`config.mk`:
```
export PLATFORM = sky130hd
export DESIGN_NAME = bfd_div
export DESIGN_NICKNAME = d
export VERILOG_FILES = /design/src/sv/bfd_div.sv
export SDC_FILE = /design/constraint.sdc
export NUM_CORES = 1
export LEC_CHECK = 0
export ABC_AREA = 1
export BUFFER_PORTS_ARGS = -buffer_cell sky130_fd_sc_hd__buf_2
export CAP_MARGIN = 20
export CELL_PAD_IN_SITES_DETAIL_PLACEMENT = 1
export CELL_PAD_IN_SITES_GLOBAL_PLACEMENT = 2
export CORE_MARGIN = 2
export CORE_UTILIZATION = 33
export DETAILED_ROUTE_END_ITERATION = 16
export HOLD_SLACK_MARGIN = 0.03
export PLACE_DENSITY_LB_ADDON = 0.1
export SLEW_MARGIN = 20
export SYNTH_ARGS = -nofsm -noshare
export SYNTH_HDL_FRONTEND = slang
export SYNTH_SLANG_ARGS = --single-unit
export TNS_END_PERCENT = 30
```
`constraint.sdc`:
```
create_clock -name clk -period 3.67 [get_ports clk]
set_input_delay 0.5505 -clock clk [delete_from_list [all_inputs] [get_ports clk]]
set_output_delay 0.5505 -clock clk [all_outputs]
set_load 0.01 [all_outputs]
```
`src/sv/bfd_div.sv`:
```
// bfd_div: restoring divider, one quotient bit per cycle
// depends on nothing
`default_nettype none
module bfd_div #(
	parameter int NW = 48,
	parameter int DW = 32
) (
	input  wire logic          clk,
	input  wire logic          arst_n,
	input  wire logic          start,
	input  wire logic [NW-1:0] num,
	input  wire logic [DW-1:0] den,
	output logic               busy,
	output logic [NW-1:0]      quo
);
	localparam int CW = $clog2(NW + 1);
	logic [NW-1:0] rem_q;
	logic [DW:0]   acc_q;
	logic [DW-1:0] den_q;
	logic [CW-1:0] cnt_q;
	logic [DW+1:0] trial;
	logic [DW:0]   shifted;

	assign shifted = {acc_q[DW-1:0], rem_q[NW-1]};
	assign trial   = {1'b0, shifted} - {2'b0, den_q};

	// shift and subtract
	always_ff @(posedge clk or negedge arst_n) begin
		if (!arst_n) begin
			busy  <= 1'b0;
			cnt_q <= '0;
		end else if (start) begin
			busy  <= 1'b1;
			cnt_q <= CW'(NW);
			rem_q <= num;
			acc_q <= '0;
			den_q <= den;
		end else if (busy) begin
			rem_q <= {rem_q[NW-2:0], ~trial[DW+1]};
			acc_q <= trial[DW+1] ? shifted : trial[DW:0];
			cnt_q <= cnt_q - 1'b1;
			if (cnt_q == CW'(1)) busy <= 1'b0;
		end
	end
	assign quo = rem_q;
endmodule
`default_nettype wire

```
=== Word-level counts from Yosys, hierarchy flattened ===
Index checks and enable logic that the tools add are counted.

* Bits in registers: 120
* Logic and storage cells: 21
* Output and inout bits: 49
* Input bits: 83

* Multiplexer cells: 9
* Bitwise operators: 1
* Reductions and logical operators: 3
* Equality and inequality tests: 1
* Add/subtract/negate cells: 2

{| class="wikitable"
|+ Operator list
! kind !! number
|-
| 2-to-1 mux 48 bit || 2
|-
| 2-to-1 mux 33 bit || 2
|-
| subtractor 33 x 32 -> 34 bit || 1
|-
| 2-to-1 mux 6 bit || 2
|-
| equality test 6 x 1 -> 1 bit (second input constant) || 1
|-
| subtractor 6 x 1 -> 6 bit (second input constant) || 1
|-
| AND reduction 2 bit || 2
|-
| 2-to-1 mux 1 bit || 3
|-
| nonzero test 2 bit || 1
|-
| inverter 1 bit || 1
|}

=== Longest topological paths before layout ===
Gate-level depths: netlist of the first run.

* Depth after elaboration: 4
* Gate-level depth with buffers: 17
* Gate-level depth less buffers: 16

=== Worst setup path before layout of the first run ===
OpenSTA, ideal clock, no wires.

* Path type: input to register
* From: input start
* To: register rem_q[0] (netlist: quo[0]) (enable)
* Buffers on the path: 2
* Data required time: 3.216 ns
* Stages on the path: 4
* Setup time: 0.454 ns
* Path slack: 0.076 ns
* Arrival time: 3.140 ns
* Cell sequence: clkbuf_1 > nor2_1 > clkbuf_1 > nor2_1

* Word-level cells in the longest chain between the ends: 2

{| class="wikitable"
|+ RTL lines
! item !! RTL line !! RTL
|-
| start, declared || 10 || <nowiki>input wire logic start,</nowiki>
|-
| nonzero test 2 bit (no source line) || - ||
|-
| AND reduction 2 bit (no source line) || - ||
|-
| end signal, assigned || 35 || <nowiki>rem_q <= num;</nowiki>
|-
| end signal, assigned || 39 || <nowiki>rem_q <= {rem_q[NW-2:0], ~trial[DW+1]};</nowiki>
|-
| end, declared || 17 || <nowiki>logic [NW-1:0] rem_q;</nowiki>
|}

Every way passes these cells.
A chain may end at the register's enable or synchronous reset.

=== Final worst setup path of the first run ===
* From: register rem_q[47] (netlist: quo[47])
* To: register acc_q[28], data pin

* Word-level cells in the longest chain between the ends: 3

{| class="wikitable"
|+ RTL lines
! item !! RTL line !! RTL
|-
| subtractor 33 x 32 -> 34 bit || 25 || <nowiki>assign trial = {1'b0, shifted} - {2'b0, den_q};</nowiki>
|-
| 2-to-1 mux 33 bit || 40 || <nowiki>acc_q <= trial[DW+1] ? shifted : trial[DW:0];</nowiki>
|-
| 2-to-1 mux 33 bit || 38 || <nowiki>end else if (busy) begin</nowiki>
|-
| end signal, assigned || 40 ||
|-
| end, declared || 18 || <nowiki>logic [DW:0] acc_q;</nowiki>
|}

Every way passes these cells.

==> results of run 1 <==
-- cells in the mapped netlist, drive strengths merged --
cell type	instances	area share
ha	34	0.054
o31ai	1	0.00095
inv	180	0.085
nand3	85	0.057
nand2	461	0.22
nor4	2	0.0016
and2	4	0.0032
o21bai	2	0.0019
nand3b	14	0.013
a31oi	1	0.00079
dfrtp	7	0.022
nand4	12	0.0095
fa	1	0.0025
buf	12	0.014
or2	1	0.00079
nor2	49	0.028
clkbuf	14	0.0066
edfxtp	112	0.42
o21ai	15	0.010
o22ai	1	0.00079
xor2	1	0.0011
a21oi	23	0.017
clkinv	1	0.00047
xnor2	13	0.014
nor3	6	0.0044
-- cell type report --
cell class              count  area share
multi-input cells         726      0.3743
flip-flops and latches    119      0.3730
repair buffers            143     0.07861
inverters                 181     0.07162
clock buffers              18     0.04524
well taps                 319     0.04207
clock inverters            14     0.01490
diodes                      1   0.0002638
-- per-layer routing --
| metal | wire length, microns | up-vias |
|---|---|---|
| met3 | 1043 | 23 |
| met1 | 11730 | 3235 |
| li1 | - | 3573 |
| met5 | 11 | - |
| met2 | 11070 | 126 |
| met4 | 405 | 2 |
-- per-stage QoR --
stage	total power, mW	cells	utilization	hold WS (ps)	instance area (sq um)
final	4.893	1521	0.4030	246.3	9487
after global routing	5.226	1520	0.4028	242.6	9484
after CTS	4.962	1520	0.4028	234.2	9484
after detailed placement	3.247	1488	0.3786	486.1	8914
after global placement	3.236	1488	0.3786	475.3	8914
after floorplan	2.819	1052	-	254.9	7923
-- final timing paths --
check	startpoint	endpoint	slack, ps	depth (start not counted)
worst max-delay path	quo[47]	acc_q[28]	910	16
worst min register to register	cnt_q[4]	cnt_q[4]	500	2
worst max register to register	quo[47]	acc_q[28]	910	16
max in group asynchronous	arst_n	cnt_q[2]	3170	2
worst min-delay path	arst_n	cnt_q[4]	250	2
min in group clk	den[19]	den_q[19]	290	1
-- power breakdown --
part	switching [mW]	internal [mW]
Combinational	0.928	0.507
Sequential	0.0911	1.67
Clock	0.741	0.952
-- cell families (layout without fill, tap and decap cells) --
family	after synthesis	in the layout
simple gates	634	634
buf+inv	207	356
flops	119	119
compound gates	43	43
fa+ha+maj	35	35
xor+xnor	14	14
other cells	0	1
-- sequential cells by signal (all words and copies together), names as in the netlist --
signal  count
quo        48
acc_q      32
den_q      32
busy        1
cnt_q       6
==> impl_results.md, run 1 <==
* Worst-path fanout max at 4
* Adder and majority gate portion of the synthesized area at 0.05622
* Commonest non-fill, non-tap cell in the layout: nand2_1
* Pin count of the biggest net entering global routing at 54
* Filler Cell Count at 2974
* Drt total wl at 24.26 mm
* Synth cell types at 41
* Clk slew on worst S/H paths at 70 ps
* Post-detailed-route wirelength per cell at 15.95 microns
* Compound-Gate Fraction of Synth Area at 0.03174
* Final antenna-violating net count at 0
* Sequential Area at 3538 sq um
* Crit path arrival time at 2930 ps
* Flops & latches, synth at 119
* GRT overflow at 0
* H-tree depth reported by CTS at 4
* Global-route wire length before repair at 39.63 mm
* Top-Level Pins at 132
* Average footprint of a synthesized cell at 7.531 sq um
* Startpoint class of the critical path: flip-flop
* Final count of pins violating max slew at 0
* Final hold violation count at 0
* Count of hold buffers inserted by post-cts repair at 0
* Share of cell area taken by muxes after synthesis at 0
* Total CTS buffers at 17
* Initial antenna violation count at 2
* Path category of the worst min-delay check: in2async
* Total power density per cell area at 515.8 nW/um^2
* Effective utilization at floorplan at 0.3365
* Worst stage delay on the critical path at 450 ps
* Cell family with the largest share of critical-path delay: simple AND/OR/NAND/NOR gates
* Placer congestion estimate at 0.8448
* Clock period minus final worst setup slack at 2758 ps
* Post-cts repair resize count at 0
* XOR/XNOR Fraction of Synth Area at 0.01548
* Final routed DRC violation total at 0
* Row count at 56
* Total routing resource utilization after global routing at 0.1993
* Pre-Repair DR Iteration Count at 4
* Worst path buffer plus inverter count at 2
* Master of the slowest instance on the critical path: fa_1
* Upper clock frequency limit at 0.3626 GHz
* Post-CTS Setup Repair Bufs at 0
* Crit path setup slack, layout at 911.9 ps
* Type of the worst setup path: reg2reg
* Critical-path cell list: inv_1 > ha_1 > inv_1 > fa_1 > nand3_1 > nand3_1 > nand2_1 > nand2_1 > nand2_1 > nand2_1 > nand2_1 > nand2_1 > nand2_1 > nand3_1 > nand2_1 > nand2_1
* Max-cap violations at 0
* Run status: finished, final reports clean
* Clock sink count at 119
* Final Setup Violations at 0
* Remaining max-slew budget at the tightest pin at 0.5058
* Number of global-route vias before repair at 7320
* Fraction of final layout cells with drive strength greater than 1 at 0.1732
* Share of the clock period used by the worst path at 0.7515
* Transition time of the tightest slew-check pin at 740.4 ps
* Number of instances in the synthesized netlist at 1052
* Worst skew pair latency at 440 ps
* Synth-to-layout area growth at 19.74%
* Post-Syn Area at 7923 sq um
* Via count normalized by instance count at 4.575
* RSZ-0062 raised after global routing: no
* Met1 Resource Use GR at 0.2612
* GR Util met2 at 0.3307
* Cell at the root of the clock tree: clkbuf_16
* Max IR drop VDD at 200.5 uV
* Final clock skew at 14.70 ps
* Synthesized net count at 1170
* Total Negative Setup Slacks at 0 ps
* Floorplan die height at 158.9 microns
* Total half-perimeter wirelength after legalization and detailed placement at 18.24 mm
* Maximum clock path buffer count at 2
* Core outline area at 23540 sq um
* Nature of the critical path endpoint: flip-flop
* Post-layout net count at 1306
* Synth Area in Simple Gates at 0.3432
* Combinational family with the most area after synthesis: simple AND/OR/NAND/NOR gates
* Count of port buffers added during placement at 131
* Total via count in the routed design at 6959
* Pleak at 4.933 nW
* Clock tree from TritonCTS: yes
* Number of DRC markers after the initial detailed-route iteration at 263
* Fraction of the yosys area taken by sequential cells at 0.4466
* Global Route met3 Usage at 0.04376
* Post-Place Setup Slack at 969.0 ps
* Layer with the highest usage: met2
* Floorplan die area at 25260 sq um
* Data required time at the worst endpoint at 3850 ps
* Dominant cell type by count on the critical path: nand2_1
* Die boundary width at 158.9 microns
* Multi-input logic area at 3551 sq um
* Commonest cells after routing, fill and taps aside: nand2_1 (452), inv_1 (177), buf_2 (131)
* Warnings from Yosys at 0
(Power assumes the default switching activity.)
==> run 2, diff against run 1 <==
--- a/config.mk
+++ b/config.mk
@@ -5,7 +5,7 @@
 export SDC_FILE = /design/constraint.sdc
 export NUM_CORES = 1
 export LEC_CHECK = 0
-export ABC_AREA = 1
+export ABC_AREA = 0
 export BUFFER_PORTS_ARGS = -buffer_cell sky130_fd_sc_hd__buf_2
 export CAP_MARGIN = 20
 export CELL_PAD_IN_SITES_DETAIL_PLACEMENT = 1
==> constraint.sdc (replaced) <==
create_clock -name clk -period 2.37 [get_ports clk]
set_input_delay 0.3555 -clock clk [delete_from_list [all_inputs] [get_ports clk]]
set_output_delay 0.3555 -clock clk [all_outputs]
set_load 0.01 [all_outputs]
==> impl_results.md, run 2 <==
* Transition time of the tightest slew-check pin at 415.1 ps (was 740.4 ps)
* Startpoint class of the critical path: flip-flop (unchanged)
* Floorplan die height at 149.1 microns (was 158.9 microns)
* Via count normalized by instance count at 5.020 (was 4.575)
* Clock period minus final worst setup slack at 2915 ps (was 2758 ps)
* Maximum clock path buffer count at 2 (unchanged)
* Final antenna-violating net count at 0 (unchanged)
* GRT overflow at 0 (unchanged)
* Max IR drop VDD at 553.1 uV (was 200.5 uV)
* Top-area cell type share of the netlist area at 0.4838 (was 0.4245)
* Floorplan die area at 22240 sq um (was 25260 sq um)
* Most common cell in the netlist: edfxtp_1 (was nand2_1)
* Switching power as a share of total power at 0.3340 (was 0.3599)
* Path category of the worst min-delay check: in2reg (was in2async)
* Pleak at 4.303 nW (was 4.933 nW)
* Post-Place Setup Slack at -634.7 ps (was 969.0 ps)
* Cell count after placement at 1117 (was 1488)
* Core outline area at 20820 sq um (was 23540 sq um)
* Combinational family with the most area after synthesis: compound AO/OA/AOI/OAI gates (was simple AND/OR/NAND/NOR gates)
* Run status: finished with violations (was finished, final reports clean)
* Cell at the root of the clock tree: clkbuf_16 (unchanged)
* Initial antenna violation count at 0 (was 2)
* Crit path setup slack, layout at -544.5 ps (was 911.9 ps)
* Count of port buffers added during placement at 131 (unchanged)
* Synthesized net count at 731 (was 1170)
* Remaining max-slew budget at the tightest pin at 0.7233 (was 0.5058)
* Max-cap violations at 0 (unchanged)
* Clk slew on worst S/H paths at 70 ps (about the same)
* Type of the worst setup path: reg2reg (unchanged)
* Final hold violation count at 0 (unchanged)
* Number of global-route vias before repair at 6405 (was 7320)
* Number of instances in the synthesized netlist at 613 (was 1052)
* Synth-to-layout area growth at 45.01% (was 19.74%)
* Total Negative Setup Slacks at -15280 ps (was 0 ps)
* Final Util at 0.4841 (was 0.4030)
* Row count at 53 (was 56)
* Top cells by area in the synthesized netlist: edfxtp_1 (48%), mux2_2 (7.6%), ha_1 (6.1%) (was edfxtp_1 (42%), nand2_1 (21%), inv_1 (8.4%))
* Final clock skew at 14.40 ps (was 14.70 ps)
* Portion of total power attributed to combinational logic at 0.380 (was 0.293)
* Primary flip-flop cell chosen by synthesis mapping: edfxtp_1 (unchanged)
* Worst-path fanout max at 8 (was 4)
* Fraction of final layout cells with drive strength greater than 1 at 0.5039 (was 0.1732)
* Share of cell area taken by muxes after synthesis at 0.07757 (was 0)
* Total routing resource utilization after global routing at 0.1944 (was 0.1993)
* Fraction of the yosys area taken by sequential cells at 0.5090 (was 0.4466)
* Largest register FFs at 48 (unchanged)
* Placer congestion estimate at 0.7916 (was 0.8448)
* Commonest cells after routing, fill and taps aside: buf_4 (141), buf_2 (131), edfxtp_1 (112) (was nand2_1 (452), inv_1 (177), buf_2 (131))
* Total half-perimeter wirelength after legalization and detailed placement at 14.68 mm (was 18.24 mm)
* Nature of the critical path endpoint: flip-flop (unchanged)
* H-tree depth reported by CTS at 4 (unchanged)
* Pre-Repair DR Iteration Count at 4 (unchanged)
* Fraction of registers with async set or reset after synthesis at 0.05882 (unchanged)
* Warnings from Yosys at 0 (unchanged)
* Total via count in the routed design at 5904 (was 6959)
* Final cell count without fillers at 1176 (was 1521)
* Violations in the final reports: negative setup slack
* Clock power share at 0.298 (was 0.346)
* Adder and majority gate portion of the synthesized area at 0.06407 (was 0.05622)
* Final routed DRC violation total at 0 (unchanged)
* Area leader, netlist: edfxtp_1 (unchanged)
* Top cells by count, synth: edfxtp_1 (112), nand2_1 (54), inv_1 (49) (was nand2_1 (452), inv_1 (177), edfxtp_1 (112))
* Clock tree from TritonCTS: yes (unchanged)
* Die boundary width at 149.1 microns (was 158.9 microns)
* Drt total wl at 21.07 mm (was 24.26 mm)
* Flops & latches, synth at 119 (unchanged)
* Share of the clock period used by the worst path at 1.230 (was 0.7515)
* Total power density per cell area at 847.3 nW/um^2 (was 515.8 nW/um^2)
* Post-layout net count at 1006 (was 1306)
* Crit path arrival time at 3180 ps (was 2930 ps)
* Commonest non-fill, non-tap cell in the layout: buf_4 (was nand2_1)
* Global-route wire length before repair at 33.69 mm (was 39.63 mm)
* Final Setup Violations at 33 (was 0)
* Total CTS buffers at 17 (unchanged)
* Final count of pins violating max slew at 0 (unchanged)
* Synth cell types at 61 (was 41)
* Post-detailed-route wirelength per cell at 17.92 microns (was 15.95 microns)
* Count of flip-flops with a built-in enable after synthesis at 112 (unchanged)
* Data required time at the worst endpoint at 2640 ps (was 3850 ps)
* Worst skew pair latency at 430 ps (was 440 ps)
* Clock sink count at 119 (unchanged)
* Antenna fix cells at 0 (was 1)
* Upper clock frequency limit at 0.3431 GHz (was 0.3626 GHz)
* Pin count of the biggest net entering global routing at 49 (was 54)
* Effective utilization at floorplan at 0.3339 (was 0.3365)
* Top-Level Pins at 132 (unchanged)
* Switch Pwr at 2.852 mW (was 1.761 mW)
* Compound-Gate Fraction of Synth Area at 0.1524 (was 0.03174)
* Average footprint of a synthesized cell at 11.34 sq um (was 7.531 sq um)
* RSZ-0062 raised after global routing: yes (was no)
* Synth Area in Simple Gates at 0.1141 (was 0.3432)
* Sequential Power Share at 0.321 (was 0.361)
* Post-Syn Area at 6952 sq um (was 7923 sq um)
* Filler Cell Count at 2308 (was 2974)
* Number of DRC markers after the initial detailed-route iteration at 232 (was 263)
* XOR/XNOR Fraction of Synth Area at 0.03276 (was 0.01548)
* Internal Dissipation at 5.689 mW (was 3.132 mW)
-- run 2: final timing paths --
kind,startpoint,end,slack [ps],cells past startpoint
setup / recovery,acc_q[25],acc_q[10],-540,12
hold / removal,den[25],den_q[25],100,1
setup reg to reg,acc_q[25],acc_q[10],-540,12
hold reg to reg,cnt_q[5],cnt_q[5],530,2
max in group asynchronous,arst_n,busy,1530,3
min in group asynchronous,arst_n,cnt_q[4],500,3
-- run 2: power by group through the flow --
| stage | Combinational [mW] | Clock [mW] | Sequential [mW] |
|---|---|---|---|
| 2_1_floorplan | 1.53 | 0 | 2.78 |
| 4_1_cts | 2.94 | 2.62 | 2.74 |
| 5_1_grt | 3.54 | 2.71 | 2.78 |
| 3_3_place_gp | 2.65 | 0 | 2.77 |
| 6_report | 3.25 | 2.55 | 2.75 |
| 3_5_place_dp | 2.71 | 0 | 2.78 |
-- run 2: kinds of logic after synthesis --
group / count (synthesis)
multiplexers: 48
flip-flops: 119
XOR/XNOR: 26
buffers and inverters: 82
adder cells (fa/ha/maj): 35
AND/OR/NAND/NOR: 168
AO/OA/AOI/OAI: 135
-- run 2: repair_timing --
action,CTS,global route
cloned,0,2
setup endpoints to repair,33,33
hold buffers,1,0
gates resized for setup,41,50
buffers inserted,12,12
pin swaps,23,39
endpoints found under the hold margin,7,0
-- run 2: area by class of cell --
cell class	instances	area, sq um	share of cell area
clock buffer	18	439.2	0.04356
clock inverter	14	125.1	0.01241
inverter	49	183.9	0.01824
multi-input combinational	412	3465	0.3437
sequential	119	3540	0.3511
tap	275	344.1	0.03413
timing repair buffer	289	1984	0.1968
-- run 2: per-layer routing --
layer | vias up | wire length [microns] | track usage
met5 | - | 0 | 0
met4 | 0 | 204 | 0.04762
met3 | 17 | 1286 | 0.06147
met2 | 140 | 10520 | 0.3323
met1 | 2905 | 9056 | 0.2391
li1 | 2842 | - | -
-- run 2: worst max-delay path, cell delays in order, from the launching register on --
cell and delay [ps]:
edfxtp_1 430, ha_1 310, a21o_1 200, a21oi_1 180, o21bai_2 100, a21o_1 170, a21oi_2 200, nor3b_1 270
buf_4 170, a21oi_2 70, buf_12 160, a311o_1 350, a31oi_1 140
-- run 2: stage by stage --
stage                     area [sq um]  power [mW]  hold WS (ps)
after floorplan                   7012       4.306         59.91
after global routing             10080       9.023         75.99
final                            10080       8.541         97.40
after detailed placement          8909       5.485         405.2
after CTS                         9719       8.297         78.88
after global placement            8909       5.422         393.2
==> run 3, diff against run 2 <==
--- a/config.mk
+++ b/config.mk
@@ -5,13 +5,13 @@
 export SDC_FILE = /design/constraint.sdc
 export NUM_CORES = 1
 export LEC_CHECK = 0
-export ABC_AREA = 0
+export ABC_AREA = 1
 export BUFFER_PORTS_ARGS = -buffer_cell sky130_fd_sc_hd__buf_2
 export CAP_MARGIN = 20
 export CELL_PAD_IN_SITES_DETAIL_PLACEMENT = 1
 export CELL_PAD_IN_SITES_GLOBAL_PLACEMENT = 2
 export CORE_MARGIN = 2
-export CORE_UTILIZATION = 33
+export CORE_UTILIZATION = 30
 export DETAILED_ROUTE_END_ITERATION = 16
 export HOLD_SLACK_MARGIN = 0.03
 export PLACE_DENSITY_LB_ADDON = 0.1
==> impl_results.md, run 3 (synthesis gave the netlist of run 1 again) <==
* Run status: finished, final reports clean (was finished with violations)
* Effective utilization at floorplan at 0.3049 (was 0.3339)
* Final antenna-violating net count at 0 (unchanged)
* Post-layout net count at 1404 (was 1006)
* Total via count in the routed design at 7490 (was 5904)
* Fin Hold WS at 95.45 ps (was 97.40 ps)
* Placer congestion estimate at 0.8090 (was 0.7916)
* Nature of the critical path endpoint: flip-flop (unchanged)
* Post-detailed-route wirelength per cell at 16.82 microns (was 17.92 microns)
* Worst-path fanout max at 8 (unchanged)
* Clk slew on worst S/H paths at 80 ps (was 70 ps)
* Clock power share at 0.307 (was 0.298)
* Switch Pwr at 3.084 mW (was 2.852 mW)
* PnR Total Power at 8.393 mW (was 8.541 mW)
* Worst skew pair latency at 430 ps (about the same)
* Die boundary width at 166.5 microns (was 149.1 microns)
* Remaining max-slew budget at the tightest pin at 0.6170 (was 0.7233)
* Transition time of the tightest slew-check pin at 574.6 ps (was 415.1 ps)
* Row count at 59 (was 53)
* Floorplan die area at 27720 sq um (was 22240 sq um)
* Upper clock frequency limit at 0.4336 GHz (was 0.3431 GHz)
* H-tree depth reported by CTS at 4 (unchanged)
* Internal Dissipation at 5.309 mW (was 5.689 mW)
* Number of global-route vias before repair at 7712 (was 6405)
* Dominant cell type by count on the critical path: nand2_1
* Cell at the root of the clock tree: clkbuf_16 (unchanged)
* Final Setup Violations at 0 (was 33)
* Drt total wl at 27.49 mm (was 21.07 mm)
* Master of the slowest instance on the critical path: edfxtp_1 (unchanged)
* Post-Place Setup Slack at -161.2 ps (was -634.7 ps)
* Crit path arrival time at 2490 ps (was 3180 ps)
* Largest register FFs at 48 (unchanged)
* Maximum clock path buffer count at 2 (unchanged)
* RSZ-0062 raised after global routing: yes (unchanged)
* Total power density per cell area at 769.4 nW/um^2 (was 847.3 nW/um^2)
* Synth-to-layout area growth at 37.68% (was 45.01%)
* Number of DRC markers after the initial detailed-route iteration at 315 (was 232)
* Total CTS buffers at 17 (unchanged)
* Type of the worst setup path: reg2reg (unchanged)
* Worst stage delay on the critical path at 460 ps (was 430 ps)
* Switching power as a share of total power at 0.3675 (was 0.3340)
* Pre-Repair DR Iteration Count at 4 (unchanged)
* Antenna fix cells at 0 (unchanged)
* Share of the clock period used by the worst path at 0.9732 (was 1.230)
* Commonest non-fill, non-tap cell in the layout: nand2_1 (was buf_4)
* Global-route wire length before repair at 42.19 mm (was 33.69 mm)
* Final cell count without fillers at 1634 (was 1176)
* Cell count after placement at 1579 (was 1117)
* Via count normalized by instance count at 4.584 (was 5.020)
* Setup slack on the worst flop-to-flop path at 60 ps (was -540 ps)
* Portion of total power attributed to combinational logic at 0.364 (was 0.380)
* Final hold violation count at 0 (unchanged)
* Clock tree from TritonCTS: yes (unchanged)
* Path category of the worst min-delay check: in2reg (unchanged)
* Max IR drop VDD at 459.8 uV (was 553.1 uV)
* Data required time at the worst endpoint at 2560 ps (was 2640 ps)
* Core outline area at 25980 sq um (was 20820 sq um)
* Max-cap violations at 0 (unchanged)
* Final count of pins violating max slew at 0 (unchanged)
* Commonest cells after routing, fill and taps aside: nand2_1 (430), inv_1 (173), buf_2 (131) (was buf_4 (141), buf_2 (131), edfxtp_1 (112))
* Final clock skew at 20.59 ps (was 14.40 ps)
* GRT overflow at 0 (unchanged)
* Pin count of the biggest net entering global routing at 54 (was 49)
* Total half-perimeter wirelength after legalization and detailed placement at 19.56 mm (was 14.68 mm)
* Pleak at 5.504 nW (was 4.303 nW)
* Count of port buffers added during placement at 131 (unchanged)
* Sequential Power Share at 0.329 (was 0.321)
* Clock sink count at 119 (unchanged)
* Final routed DRC violation total at 0 (unchanged)
* Total routing resource utilization after global routing at 0.1948 (was 0.1944)
* Top-Level Pins at 132 (unchanged)
* Critical-path cell list: ha_4 > nand2_2 > inv_2 > nand2_2 > inv_2 > nand2_1 > nor2_4 > nand2_8 > nand2_8 > nand3_2 > nand2_1 > nand2_1 (was ha_1 > a21o_1 > a21oi_1 > o21bai_2 > a21o_1 > a21oi_2 > nor3b_1 > buf_4 > a21oi_2 > buf_12 > a311o_1 > a31oi_1)
* Final Util at 0.4198 (was 0.4841)
* Initial antenna violation count at 2 (was 0)
* Floorplan die height at 166.5 microns (was 149.1 microns)
* Startpoint class of the critical path: flip-flop (unchanged)
* Clock period minus final worst setup slack at 2306 ps (was 2915 ps)
* Crit path setup slack, layout at 63.55 ps (was -544.5 ps)
* Fraction of final layout cells with drive strength greater than 1 at 0.2887 (was 0.5039)
-- run 3: cell types whose count changed in the layout (fill, tap and decap cells not counted), sizes merged, moves of 8 or more --
cell | before | now
o21ai | 23 | 15
buf | 286 | 233
a311oi | 15 | 0
nand2 | 54 | 465
nand3b | 2 | 14
nand3 | 25 | 85
a21o | 16 | 0
inv | 58 | 190
mux2 | 47 | 0
-- run 3: layout make-up --
class | count | area, sq um
Fill cell | 3231 | 15080
Multi-Input combinational cell | 730 | 4070
Sequential cell | 119 | 3538
Timing Repair Buffer | 237 | 1643
Inverter | 181 | 679.4
Clock buffer | 18 | 429.2
Tap cell | 335 | 419.2
Clock inverter | 14 | 128.9
-- run 3: layer usage --
| layer | vias to the layer above | track usage | share of wire |
|---|---|---|---|
| met5 | - | 0 | 0.00029 |
| met4 | 2 | 0.04760 | 0.012 |
| met3 | 18 | 0.03826 | 0.040 |
| met2 | 139 | 0.3318 | 0.48 |
| met1 | 3548 | 0.2547 | 0.47 |
| li1 | 3783 | - | - |
-- run 3: power groups by stage --
stage	clock (mW)	combinational (mW)	sequential, mW
after floorplan	0	1.59	2.77
after global placement	0	2.62	2.77
after CTS	2.65	2.86	2.74
after global routing	2.74	3.42	2.79
after detailed placement	0	2.65	2.77
final	2.58	3.05	2.76
-- run 3: what timing repair did --
item | 4_1_cts | 5_1_grt
resized for setup | 26 | 59
hold endpoints to repair | 7 | 0
hold buffers | 1 | 0
pin swaps | 3 | 17
gates cloned | 2 | 5
setup endpoints to repair | 30 | 32
setup buffers | 8 | 7
-- run 3: worst max-delay path: cells and delay by family, from the launching register on --
| family | cells | cell delay, ps |
|---|---|---|
| AND/OR/NAND/NOR | 9 | 1090 |
| flip-flops | 1 | 460 |
| buffers and inverters | 2 | 150 |
| adder cells (fa/ha/maj) | 1 | 350 |
-- run 3: path summary, 6_finish.rpt --
path                           start        end  cells after the start
max                        acc_q[20]  acc_q[26]                     12
max reg2reg                acc_q[20]  acc_q[26]                     12
min                          den[22]  den_q[22]                      1
max in group asynchronous     arst_n       busy                      3
min reg2reg                 cnt_q[3]   cnt_q[3]                      1
min in group asynchronous     arst_n   cnt_q[2]                      3
-- run 3: stage by stage --
stage | cell area (sq um) | TNS, ps
final | 10910 | 0
after global routing | 10910 | -582.0
after CTS | 10450 | 0
after detailed placement | 9597 | -625.5
after global placement | 9597 | -333.4
after floorplan | 7930 | 0
